## src/rtl/core/keyword_maneuver_classifier_defines.svh

```systemverilog
// Assertion macros shared by the keyword maneuver classifier RTL.
`ifndef KEYWORD_MANEUVER_CLASSIFIER_DEFINES_SVH
`define KEYWORD_MANEUVER_CLASSIFIER_DEFINES_SVH

`ifndef NO_ASSERTIONS
// Same-cycle implication, checked on every rising edge outside reset.
`define KMC_ASSERT_IMP(label, clk, rstn, ante, cons) \
    label: assert property (@(posedge clk) disable iff (!rstn) (ante) |-> (cons)) \
        else $error("kmc: same-cycle check failed");
// Next-cycle implication, checked on every rising edge outside reset.
`define KMC_ASSERT_NXT(label, clk, rstn, ante, cons) \
    label: assert property (@(posedge clk) disable iff (!rstn) (ante) |=> (cons)) \
        else $error("kmc: next-cycle check failed");
`else
`define KMC_ASSERT_IMP(label, clk, rstn, ante, cons)
`define KMC_ASSERT_NXT(label, clk, rstn, ante, cons)
`endif

`endif

```

## src/rtl/core/kmc_pkg.sv

```systemverilog
// Shared constants, types and keyword table of the keyword maneuver classifier.
`timescale 1ns / 1ps

package kmc_pkg;

    localparam int CHAR_W             = 8;
    localparam int WIN_LEN            = 12;
    localparam int KW_COUNT           = 15;
    localparam int MAX_TEXT_CHARS_DEF = 95;

    // Keyword indices into the sticky flag word.
    localparam int KW_DESTINATION = 0;
    localparam int KW_ARRIVE      = 1;
    localparam int KW_ROUNDABOUT  = 2;
    localparam int KW_UDASH       = 3;
    localparam int KW_UTURN       = 4;
    localparam int KW_SLIGHT_L    = 5;
    localparam int KW_SLIGHT_R    = 6;
    localparam int KW_SHARP_L     = 7;
    localparam int KW_SHARP_R     = 8;
    localparam int KW_KEEP_L      = 9;
    localparam int KW_KEEP_R      = 10;
    localparam int KW_MERGE       = 11;
    localparam int KW_EXIT        = 12;
    localparam int KW_LEFT        = 13;
    localparam int KW_RIGHT       = 14;

    typedef logic [CHAR_W-1:0]   char_t;
    typedef logic [KW_COUNT-1:0] kw_mask_t;

    typedef enum logic [3:0] {
        MNV_STRAIGHT, MNV_DESTINATION, MNV_ROUNDABOUT, MNV_UTURN_LEFT,
        MNV_UTURN_RIGHT, MNV_SLIGHT_LEFT, MNV_SLIGHT_RIGHT, MNV_SHARP_LEFT,
        MNV_SHARP_RIGHT, MNV_KEEP_LEFT, MNV_KEEP_RIGHT, MNV_MERGE, MNV_EXIT,
        MNV_LEFT, MNV_RIGHT
    } maneuver_t;

    // Window control handed from the top level to every cell.
    typedef struct packed {
        logic shift;
        logic clear;
    } win_ctrl_t;

    // Keywords right-aligned in a window-wide word: the final character sits in
    // the lowest byte and the unused leading bytes are zero, meaning don't care.
    localparam logic [WIN_LEN*CHAR_W-1:0] KW_TEXT [KW_COUNT] = '{
        "destination", "arrive", "roundabout", "u-turn", "uturn",
        "slight left", "slight right", "sharp left", "sharp right",
        "keep left", "keep right", "merge", "exit", "left", "right"
    };

    // Folds ASCII upper-case letters to lower case; other bytes pass unchanged.
    function automatic char_t fold_case(input char_t c);
        char_t r;
        r = c;
        if (c inside {[8'h41:8'h5A]}) begin
            r = c + 8'h20;
        end
        return r;
    endfunction

endpackage

```

## src/rtl/core/keyword_maneuver_classifier.sv

```systemverilog
// Top level of the keyword maneuver classifier.
//
// The block takes an instruction text one character per transfer, one transfer
// every clock cycle, with no gaps between texts. Characters shift through a row
// of twelve window cells; each cell compares the byte it receives against the
// keyword characters for its position, and the combined hits set sticky flags
// in the same cycle, so the one-byte-per-cycle rate is set by that window shift.
// The transfer marked with tlast ends the text: its maneuver code appears on the
// result channel in the following cycle from an output register, and the window
// and flags are empty for the next text at once. Characters without tlast are
// taken even while a result is still waiting; a final character waits only for
// a stalled result to be taken. A zero byte stops matching for the rest of the
// text, and only the first MAX_TEXT_CHARS characters are matched.
`timescale 1ns / 1ps
`include "keyword_maneuver_classifier_defines.svh"

module keyword_maneuver_classifier
    import kmc_pkg::*;
#(
    parameter int MAX_TEXT_CHARS = MAX_TEXT_CHARS_DEF
) (
    input  logic       aclk,
    input  logic       aresetn,
    input  logic       s_tvalid,
    output logic       s_tready,
    input  logic [7:0] s_tdata,   // [7:0] char_code
    input  logic       s_tlast,   // last_char
    output logic       m_tvalid,
    input  logic       m_tready,
    output logic [7:0] m_tdata    // [3:0] maneuver, [7:4] zero
);

    localparam int CNT_W = $clog2(MAX_TEXT_CHARS + 1);

    char_t            cell_din [WIN_LEN];
    char_t            cell_q   [WIN_LEN];
    kw_mask_t         cell_match [WIN_LEN];
    win_ctrl_t        ctrl;
    kw_mask_t         hits;
    kw_mask_t         seen_reg, seen_next, seen_final;
    logic [CNT_W-1:0] count_reg, count_next;
    logic             stopped_reg, stopped_next;
    logic             m_valid_reg, m_valid_next;
    maneuver_t        maneuver_reg, maneuver_next, resolved;
    logic             in_xfer, last_xfer, take_char;

    // Input handshake: only a final character needs room in the output register.
    assign s_tready  = !m_valid_reg || m_tready || !s_tlast;
    assign in_xfer   = s_tvalid && s_tready;
    assign last_xfer = in_xfer && s_tlast;
    assign take_char = in_xfer && !stopped_reg && (s_tdata != '0)
                       && (count_reg < CNT_W'(MAX_TEXT_CHARS));

    assign ctrl.shift = take_char;
    assign ctrl.clear = last_xfer;

    // Row of window cells, newest character entering at the top position.
    for (genvar p = 0; p < WIN_LEN; p++) begin : g_cell
        if (p == WIN_LEN - 1) begin : g_head
            assign cell_din[p] = fold_case(s_tdata);
        end else begin : g_body
            assign cell_din[p] = cell_q[p + 1];
        end
        kmc_cell #(.POS(p)) u_cell (
            .aclk    (aclk),
            .aresetn (aresetn),
            .ctrl    (ctrl),
            .din     (cell_din[p]),
            .q       (cell_q[p]),
            .match   (cell_match[p])
        );
    end

    // A keyword hits when every cell agrees with it.
    always_comb begin
        hits = '1;
        for (int p = 0; p < WIN_LEN; p++) begin
            hits = hits & cell_match[p];
        end
    end

    assign seen_final = take_char ? (seen_reg | hits) : seen_reg;

    kmc_resolve u_resolve (
        .seen     (seen_final),
        .maneuver (resolved)
    );

    // Text state: flags, character count and the zero-byte stop.
    always_comb begin
        seen_next    = seen_reg;
        count_next   = count_reg;
        stopped_next = stopped_reg;
        if (last_xfer) begin
            seen_next    = '0;
            count_next   = '0;
            stopped_next = 1'b0;
        end else if (in_xfer) begin
            seen_next = seen_final;
            if (take_char) begin
                count_next = count_reg + CNT_W'(1);
            end
            if (!stopped_reg && (s_tdata == '0)) begin
                stopped_next = 1'b1;
            end
        end
    end

    // Output register for the result transfer.
    always_comb begin
        m_valid_next  = m_valid_reg;
        maneuver_next = maneuver_reg;
        if (last_xfer) begin
            m_valid_next  = 1'b1;
            maneuver_next = resolved;
        end else if (m_tready) begin
            m_valid_next = 1'b0;
        end
    end

    always_ff @(posedge aclk) begin
        if (!aresetn) begin
            seen_reg    <= '0;
            count_reg   <= '0;
            stopped_reg <= 1'b0;
            m_valid_reg <= 1'b0;
        end else begin
            seen_reg    <= seen_next;
            count_reg   <= count_next;
            stopped_reg <= stopped_next;
            m_valid_reg <= m_valid_next;
        end
    end

    always_ff @(posedge aclk) begin
        maneuver_reg <= maneuver_next;
    end

    assign m_tvalid = m_valid_reg;
    assign m_tdata  = {4'b0000, maneuver_reg};

    // A final character leaves an empty text state and a pending result.
    `KMC_ASSERT_NXT(a_clear_on_last, aclk, aresetn, last_xfer,
        (seen_reg == '0) && (count_reg == '0) && !stopped_reg && m_valid_reg)
    // The count never passes the text limit.
    `KMC_ASSERT_IMP(a_count_limit, aclk, aresetn, 1'b1,
        count_reg <= CNT_W'(MAX_TEXT_CHARS))
    // Once stopped, further characters of the text change nothing.
    `KMC_ASSERT_NXT(a_stopped_hold, aclk, aresetn, in_xfer && !s_tlast && stopped_reg,
        $stable(count_reg) && $stable(seen_reg) && stopped_reg)
    // A pending result always carries a defined maneuver code.
    `KMC_ASSERT_IMP(a_code_range, aclk, aresetn, m_valid_reg,
        m_tdata[3:0] <= 4'(MNV_RIGHT))

endmodule

```

## src/rtl/core/kmc_cell.sv

```systemverilog
// One window position: holds a character and compares its incoming byte.
`timescale 1ns / 1ps

module kmc_cell
    import kmc_pkg::*;
#(
    parameter int POS = 0
) (
    input  logic      aclk,
    input  logic      aresetn,
    input  win_ctrl_t ctrl,
    input  char_t     din,
    output char_t     q,
    output kw_mask_t  match
);

    localparam int OFS = (WIN_LEN - 1 - POS) * CHAR_W;

    char_t byte_reg;
    char_t byte_next;

    // Per-keyword test of the byte this cell holds after the shift. A keyword
    // that does not reach this position gives a zero byte and always agrees.
    always_comb begin
        char_t kb;
        for (int k = 0; k < KW_COUNT; k++) begin
            kb       = KW_TEXT[k][OFS +: CHAR_W];
            match[k] = (kb == '0) || (din == kb);
        end
    end

    // Take the neighbour's byte on a shift, empty on the end of a text.
    always_comb begin
        byte_next = byte_reg;
        if (ctrl.clear) begin
            byte_next = '0;
        end else if (ctrl.shift) begin
            byte_next = din;
        end
    end

    always_ff @(posedge aclk) begin
        if (!aresetn) begin
            byte_reg <= '0;
        end else begin
            byte_reg <= byte_next;
        end
    end

    assign q = byte_reg;

endmodule

```

## src/rtl/core/kmc_resolve.sv

```systemverilog
// Priority encoder from the sticky keyword flags to one maneuver code.
`timescale 1ns / 1ps

module kmc_resolve
    import kmc_pkg::*;
(
    input  kw_mask_t  seen,
    output maneuver_t maneuver
);

    // Highest priority first; a U-turn takes its side from the word right.
    always_comb begin
        if (seen[KW_DESTINATION] || seen[KW_ARRIVE]) begin
            maneuver = MNV_DESTINATION;
        end else if (seen[KW_ROUNDABOUT]) begin
            maneuver = MNV_ROUNDABOUT;
        end else if (seen[KW_UDASH] || seen[KW_UTURN]) begin
            maneuver = seen[KW_RIGHT] ? MNV_UTURN_RIGHT : MNV_UTURN_LEFT;
        end else if (seen[KW_SLIGHT_L]) begin
            maneuver = MNV_SLIGHT_LEFT;
        end else if (seen[KW_SLIGHT_R]) begin
            maneuver = MNV_SLIGHT_RIGHT;
        end else if (seen[KW_SHARP_L]) begin
            maneuver = MNV_SHARP_LEFT;
        end else if (seen[KW_SHARP_R]) begin
            maneuver = MNV_SHARP_RIGHT;
        end else if (seen[KW_KEEP_L]) begin
            maneuver = MNV_KEEP_LEFT;
        end else if (seen[KW_KEEP_R]) begin
            maneuver = MNV_KEEP_RIGHT;
        end else if (seen[KW_MERGE]) begin
            maneuver = MNV_MERGE;
        end else if (seen[KW_EXIT]) begin
            maneuver = MNV_EXIT;
        end else if (seen[KW_LEFT]) begin
            maneuver = MNV_LEFT;
        end else if (seen[KW_RIGHT]) begin
            maneuver = MNV_RIGHT;
        end else begin
            maneuver = MNV_STRAIGHT;
        end
    end

endmodule

```

## config.mk

```make
export PLATFORM = sky130hd
export DESIGN_NAME = keyword_maneuver_classifier
export DESIGN_NICKNAME = d
export VERILOG_FILES = /design/src/rtl/core/kmc_pkg.sv /design/src/rtl/core/keyword_maneuver_classifier.sv /design/src/rtl/core/kmc_cell.sv /design/src/rtl/core/kmc_resolve.sv
export VERILOG_INCLUDE_DIRS = /design/src /design/src/rtl/core
export SDC_FILE = /design/constraint.sdc
export NUM_CORES = 1
export LEC_CHECK = 0
export ABC_CLOCK_PERIOD_IN_PS = 5300
export BUFFER_PORTS_ARGS = -buffer_cell sky130_fd_sc_hd__buf_2
export CAP_MARGIN = 20
export CORE_MARGIN = 2
export CORE_UTILIZATION = 65
export DETAILED_ROUTE_END_ITERATION = 10
export PLACE_DENSITY = 0.91
export SYNTH_ARGS = -nofsm -noshare
export SYNTH_HDL_FRONTEND = slang
export SYNTH_SLANG_ARGS = --single-unit
```

## constraint.sdc

```tcl
create_clock -name aclk -period 5.3 [get_ports aclk]
set_clock_uncertainty 0.05 [all_clocks]
set_input_delay 1.325 -clock aclk [delete_from_list [all_inputs] [get_ports aclk]]
set_output_delay 1.325 -clock aclk [all_outputs]
set_load 0.005 [all_outputs]
```

[Word-level counts from Yosys, hierarchy flattened]
Index checks and enable logic that the tools add are counted.
Storage, ports and cells
  input port bits: 13
  word-level logic and storage cells: 143
  output and inout port bits: 10
  register bits: 116
Cells by class
  add/sub/neg operators: 2
  bitwise gates (word level): 13
  mux-type cells: 17
  $lt $le $gt $ge: 3
  eq/ne operators: 70
  reductions and logical operators: 21
Operators by type and width (number)
  $eq A8 B7 Y1 const B: 67
  $and A15 B15 Y15: 11
  $mux W4: 11
  $eq A8 B6 Y1 const B: 3
  $mux W15: 1
  $or A15 B15 Y15: 1
  $add A8 B6 Y8 const B: 1
  $ge A8 B7 Y1 const B: 1
  $le A8 B7 Y1 const B: 1
  $logic_not A8 Y1: 1
  $mux W8: 1
  $reduce_bool A8 Y1: 1
  $add A7 B1 Y7 const B: 1
  $logic_and A1 B1 Y1: 7
  $lt A7 B7 Y1 const B: 1
  $logic_or A1 B1 Y1: 4
  $reduce_and A2 Y1: 2
  $reduce_or A2 Y1: 2
  $logic_not A1 Y1: 3
  $mux W3: 1
  $mux W1: 2
  $mux W2: 1
  $reduce_bool A2 Y1: 1
  $not A1 Y1: 1

[Logic depth before layout (Yosys ltp)]
  depth in word-level cells: 26
  depth in mapped cells: 9
  mapped depth without buffers: 9

[Hierarchy]
A second synthesis with hierarchy kept.
Second synthesis, totals
  cell total of the unflattened synthesis: 814
  area total of the unflattened synthesis: 7395.8 sq um
Modules (own cells, without submodules)
  keyword_maneuver_classifier: times used 1, area each 1742.9 sq um, seq. area each 600.6 sq um, cells an instance 205
  kmc_cell at g_cell[10].u_cell: times used 1, area each 498.0 sq um, seq. area each 160.2 sq um, cells an instance 50
  kmc_cell at g_cell[5].u_cell: times used 1, area each 481.7 sq um, seq. area each 160.2 sq um, cells an instance 50
  kmc_cell at g_cell[2].u_cell: times used 1, area each 476.7 sq um, seq. area each 160.2 sq um, cells an instance 48
  kmc_cell at g_cell[4].u_cell: times used 1, area each 466.7 sq um, seq. area each 160.2 sq um, cells an instance 50
  kmc_cell at g_cell[1].u_cell: times used 1, area each 460.4 sq um, seq. area each 160.2 sq um, cells an instance 47
  kmc_cell at g_cell[3].u_cell: times used 1, area each 460.4 sq um, seq. area each 160.2 sq um, cells an instance 51
  kmc_cell at g_cell[6].u_cell: times used 1, area each 459.2 sq um, seq. area each 160.2 sq um, cells an instance 51
  kmc_cell at g_cell[7].u_cell: times used 1, area each 459.2 sq um, seq. area each 160.2 sq um, cells an instance 50
  kmc_cell at g_cell[9].u_cell: times used 1, area each 451.7 sq um, seq. area each 160.2 sq um, cells an instance 48
  kmc_cell at g_cell[8].u_cell: times used 1, area each 437.9 sq um, seq. area each 160.2 sq um, cells an instance 48
  kmc_cell at g_cell[11].u_cell: times used 1, area each 425.4 sq um, seq. area each 160.2 sq um, cells an instance 45
  kmc_cell at g_cell[0].u_cell: times used 1, area each 420.4 sq um, seq. area each 160.2 sq um, cells an instance 45
  kmc_resolve: times used 1, area each 155.1 sq um, seq. area each 0.0 sq um, cells an instance 26

[Worst setup path before layout]
Ideal clock, no wire load.
  kind: input-to-reg
  from: in s_tdata[5]
  to: reg maneuver_reg[2], data pin
  library setup time: 0.190 ns
  data arrival time: 3.157 ns
  buffers on the path: 0
  stages: 9
  path slack: 1.903 ns
  data required time: 5.060 ns
  cells stage by stage: ha_1 nand2b_1 a221oi_2 o21ai_2 or4_4 o21ai_2 or2_2 nor2_1 a2111oi_2
Between the ends
  word-level cells in the longest chain between the ends: 18
  elaborated cells between the ends (all ways): 29
  classes of those cells: add/sub (1); order compare (2); eq/ne (3); mux (14); bitwise (2); reduce/logical (7)
Ends and longest elaborated chain
  start: declaration: line keyword_maneuver_classifier.sv:26  | input logic [7:0] s_tdata,
  $ge A8 B7 Y1 / $le A8 B7 Y1 (equally long branches): line kmc_pkg.sv:56  | if (c inside {[8'h41:8'h5A]}) begin
  $logic_and A1 B1 Y1: line kmc_pkg.sv:56
  $mux W8: line kmc_pkg.sv:56
  $eq A8 B7 Y1: line kmc_cell.sv:28  | match[k] = (kb == '0) || (din == kb);
  $and A15 B15 Y15: line keyword_maneuver_classifier.sv:78  | hits = hits & cell_match[p];
  $or A15 B15 Y15: line keyword_maneuver_classifier.sv:82  | assign seen_final = take_char ? (seen_reg | hits) : seen_reg;
  $mux W15 (*): line keyword_maneuver_classifier.sv:82
  $mux W4: line kmc_resolve.sv:37  | end else if (seen[KW_RIGHT]) begin
  (+2 left out)
  $mux W4: line kmc_resolve.sv:31  | end else if (seen[KW_MERGE]) begin
  $mux W4: line kmc_resolve.sv:29  | end else if (seen[KW_KEEP_R]) begin
  $mux W4: line kmc_resolve.sv:27  | end else if (seen[KW_KEEP_L]) begin
  $mux W4: line kmc_resolve.sv:25  | end else if (seen[KW_SHARP_R]) begin
  $mux W4: line kmc_resolve.sv:23  | end else if (seen[KW_SHARP_L]) begin
  $mux W4: line kmc_resolve.sv:21  | end else if (seen[KW_SLIGHT_R]) begin
  $mux W4: line kmc_resolve.sv:19  | end else if (seen[KW_SLIGHT_L]) begin
  $mux W4: line kmc_resolve.sv:17  | end else if (seen[KW_UDASH] || seen[KW_UTURN]) begin
  end signal: assignment: line keyword_maneuver_classifier.sv:136  | maneuver_reg <= maneuver_next;
  end: declaration: line keyword_maneuver_classifier.sv:44  | maneuver_t maneuver_reg, maneuver_next, resolved;
Mark *: on every way between the ends. The rest lies on a longest branch, timed or not.
A chain may end at the register's enable or synchronous reset.

[Worst setup path in the final report]
  from: in s_tdata[0]
  to: reg maneuver_reg[2], data pin
The elaborated chain is that of the path after synthesis.

==> results.sh <==
export IMPL_status="completed"
export IMPL_hold_path_class="flop to flop"
export IMPL_largest_reg_flops=88
export IMPL_start_util=0.660
export IMPL_crit_type="primary input to flop"
export IMPL_place_congestion=0.910
export IMPL_ioPinCount=23
export IMPL_cp_start_kind="primary input"
export IMPL_utilization=0.743
export IMPL_detail_route_antenna_nets=0
export IMPL_crit_required_ns=5.58
export IMPL_antenna_found_initial=0
export IMPL_tightest_slew_ns=1.06
export IMPL_worst_ep_arrival_time_ns=3.66
export IMPL_rows=33
export IMPL_io_buffers=18
export IMPL_setup_tns_ns=0
export IMPL_final_layout_size_suffix_gt1_frac=0.107
export IMPL_drtPass1Iterations=8
export IMPL_die_area_um2=8950
export IMPL_postLayoutSetupSlackWorst_ns=1.92
export IMPL_yosysUniqueCellTypes=58
export IMPL_max_stage_delay_ns=0.45
export IMPL_rsz0062_at_grt="no"
export IMPL_grt_max_degree=112
export IMPL_cts_sinks=116
export IMPL_clock_root_buffer="clkbuf_8"
export IMPL_hold_buffers=0
export IMPL_synth_ff_type="dfxtp_1"
export IMPL_cts_repair_resized=0
export IMPL_die_x_um=94.6
export IMPL_fin_crit_ns=3.38
export IMPL_cts_setup_buffers=0
export IMPL_vias=5151
export IMPL_ctsLongestPathBuffers=2
export IMPL_first_iter_violations=456
export IMPL_power_density_nw_per_um2=342
export IMPL_drc=0
export IMPL_layout_commonest_cell="nand2_1"
export IMPL_syn_to_final_growth_pct=12.6
export IMPL_final_hold_viol_count=0
export IMPL_slew_headroom=0.289
export IMPL_clkLatencyLatePin_ns=0.53
export IMPL_yosys_area_top_type_share=0.420
export IMPL_synth_area_top_cells="dfxtp_1 42%, nand2_1 14%, a21oi_1 8.5%"
export IMPL_grt_usage=0.329
export IMPL_power_leakage_nw=1.95
export IMPL_regToRegSetupSlack_ns=2.50
export IMPL_intPower_mw=1.54
export IMPL_numCtsBuffers=17
export IMPL_clkTransAtPathRegs_ns=0.06
export IMPL_grt_pass1_wl_um=22900
export IMPL_yosys_area_top_type="dfxtp_1"
export IMPL_cap_viol_max_count=0
export IMPL_synth_edf_count=4
export IMPL_yosysSeqAreaShare=0.443
export IMPL_crit_path_end_kind="flop"
export IMPL_seqPwrFrac=0.436
export IMPL_p_comb_frac=0.043
export IMPL_nNetsFinal=710
export IMPL_drt_wl_total_um=13900
export IMPL_cts_tree="yes"
export IMPL_ir_drop_v=0.000302
export IMPL_die_y_um=94.6
export IMPL_final_cell_mix="196 x nand2_1, 112 x dfxtp_1, 91 x a21oi_1, 49 x nor2_1, 26 x nor3_1"
export IMPL_yosysWarningCount=0
export IMPL_async_flop_share=0
export IMPL_p_switching_uw=510
export IMPL_crit_path_top_delay_cell="nor4_2"
export IMPL_wire_per_inst_um=17.1
export IMPL_grt_overflow=0
export IMPL_dp_hpwl_um=9280
export IMPL_dpl_worst_slack_ns=1.47
export IMPL_setup_viol=0
export IMPL_fmax_mhz=296
export IMPL_fillers=599
export IMPL_finalMaxSlewViolations=0
export IMPL_p_sw_frac=0.248
export IMPL_path_cells="buf_2 -> nor3_2 -> nand4_1 -> or3_1 -> nor4_2 -> or2_2 -> a211o_1 -> nand2b_1 -> a2111oi_2"
export IMPL_num_antenna_cells=0
export IMPL_clockPowerShare=0.522
export IMPL_htreeDepth=4
export IMPL_synthesis_area_um2=5340
export IMPL_avgViaCountPerCell=6.34
export IMPL_crit_path_max_fanout=5
export IMPL_core_um2=8090
export IMPL_netlist_instances=690
export IMPL_ys_ff_latch=116
export IMPL_syn_avg_cell_area_um2=7.74
export IMPL_post_route_period_util=0.638
export IMPL_grt_pass1_vias=4753
worst paths after layout:
| check | startpoint | endpoint | depth (start not counted) |
|---|---|---|---|
| max reg2reg | count_reg[3] | g_cell[7].u_cell.q[3] | 7 |
| min | g_cell[1].u_cell.q[1] | g_cell[1].u_cell.q[1] | 2 |
| max | s_tdata[0] | maneuver_reg[2] | 9 |
| min reg2reg | g_cell[1].u_cell.q[1] | g_cell[1].u_cell.q[1] | 2 |
cell families after synthesis:
logic type / Yosys count / share of synthesized area
AOI/OAI and AO/OA: 122 / 0.136
xor gates and xnor gates: 5 / 0.00821
adders and majority gates: 2 / 0.00469
buffers and inverters: 42 / 0.0326
DFF: 116 / 0.443
other: 1 / 0.000703
and+or+nand+nor: 402 / 0.376
Yosys cell counts (2+ instances only):
library cell	n
xor2_1	2
o21ai_0	2
xnor2_1	3
nor3_1	26
dfxtp_1	112
nand3b_1	8
clkbuf_1	31
nor2_1	49
or4b_1	2
nand4bb_1	2
a211o_1	3
nor2b_1	4
o31a_1	2
a221oi_2	2
nand2_1	197
or2_2	2
ha_1	2
nor4b_1	6
edfxtp_1	4
nor4_1	14
and2_1	6
nand2b_1	14
o21ai_2	2
or3_1	5
and4b_1	9
a211oi_1	3
inv_1	4
nor4bb_1	2
a21oi_1	91
nand4b_1	3
buf_1	2
a31o_2	4
nor4_2	2
buf_4	4
nor3b_1	12
nand4_1	18
a31oi_1	5
nand3_1	11
critical path: cells and delay by family:
kind / cells / cell delay, ns
compound gates: 2 / 0.50
simple gates: 6 / 1.71
buf+inv: 1 / 0.13
metrics by stage:
stage,hold WS (ns),area [µm²],std cells,power [mW]
final,0.408,6010,813,2.05
after global routing,0.435,6010,813,2.11
after CTS,0.410,5990,812,2.05
after detailed placement,0.401,5440,780,0.996
after global placement,0.393,5440,780,0.993
after floorplan,0.382,5350,693,0.973
power groups by stage:
| stage | logic [mW] | clock network [mW] | registers (mW) |
|---|---|---|---|
| final | 0.0879 | 1.07 | 0.895 |
| after floorplan | 0.0636 | 0 | 0.910 |
| after detailed placement | 0.0833 | 0 | 0.913 |
| after global placement | 0.0809 | 0 | 0.912 |
| after global routing | 0.0967 | 1.11 | 0.895 |
| after CTS | 0.0843 | 1.07 | 0.894 |
layout make-up:
cell class,instances,area (µm²),area share
multi-input combinational,535,2820,0.470
clock inverter,14,126,0.0210
inverter,4,15.0,0.00250
sequential,116,2360,0.393
clock buffer,18,428,0.0712
timing repair buffer,21,125,0.0208
tap,105,131,0.0219
metal layers:
metal,up-vias,GRT usage,part of all wire
met2,252,0.535,0.47
li1,2424,-,-
met1,2420,0.415,0.42
met4,0,0.149,0.036
met5,-,0,0
met3,55,0.0750,0.074
(Power assumes the default switching activity.)
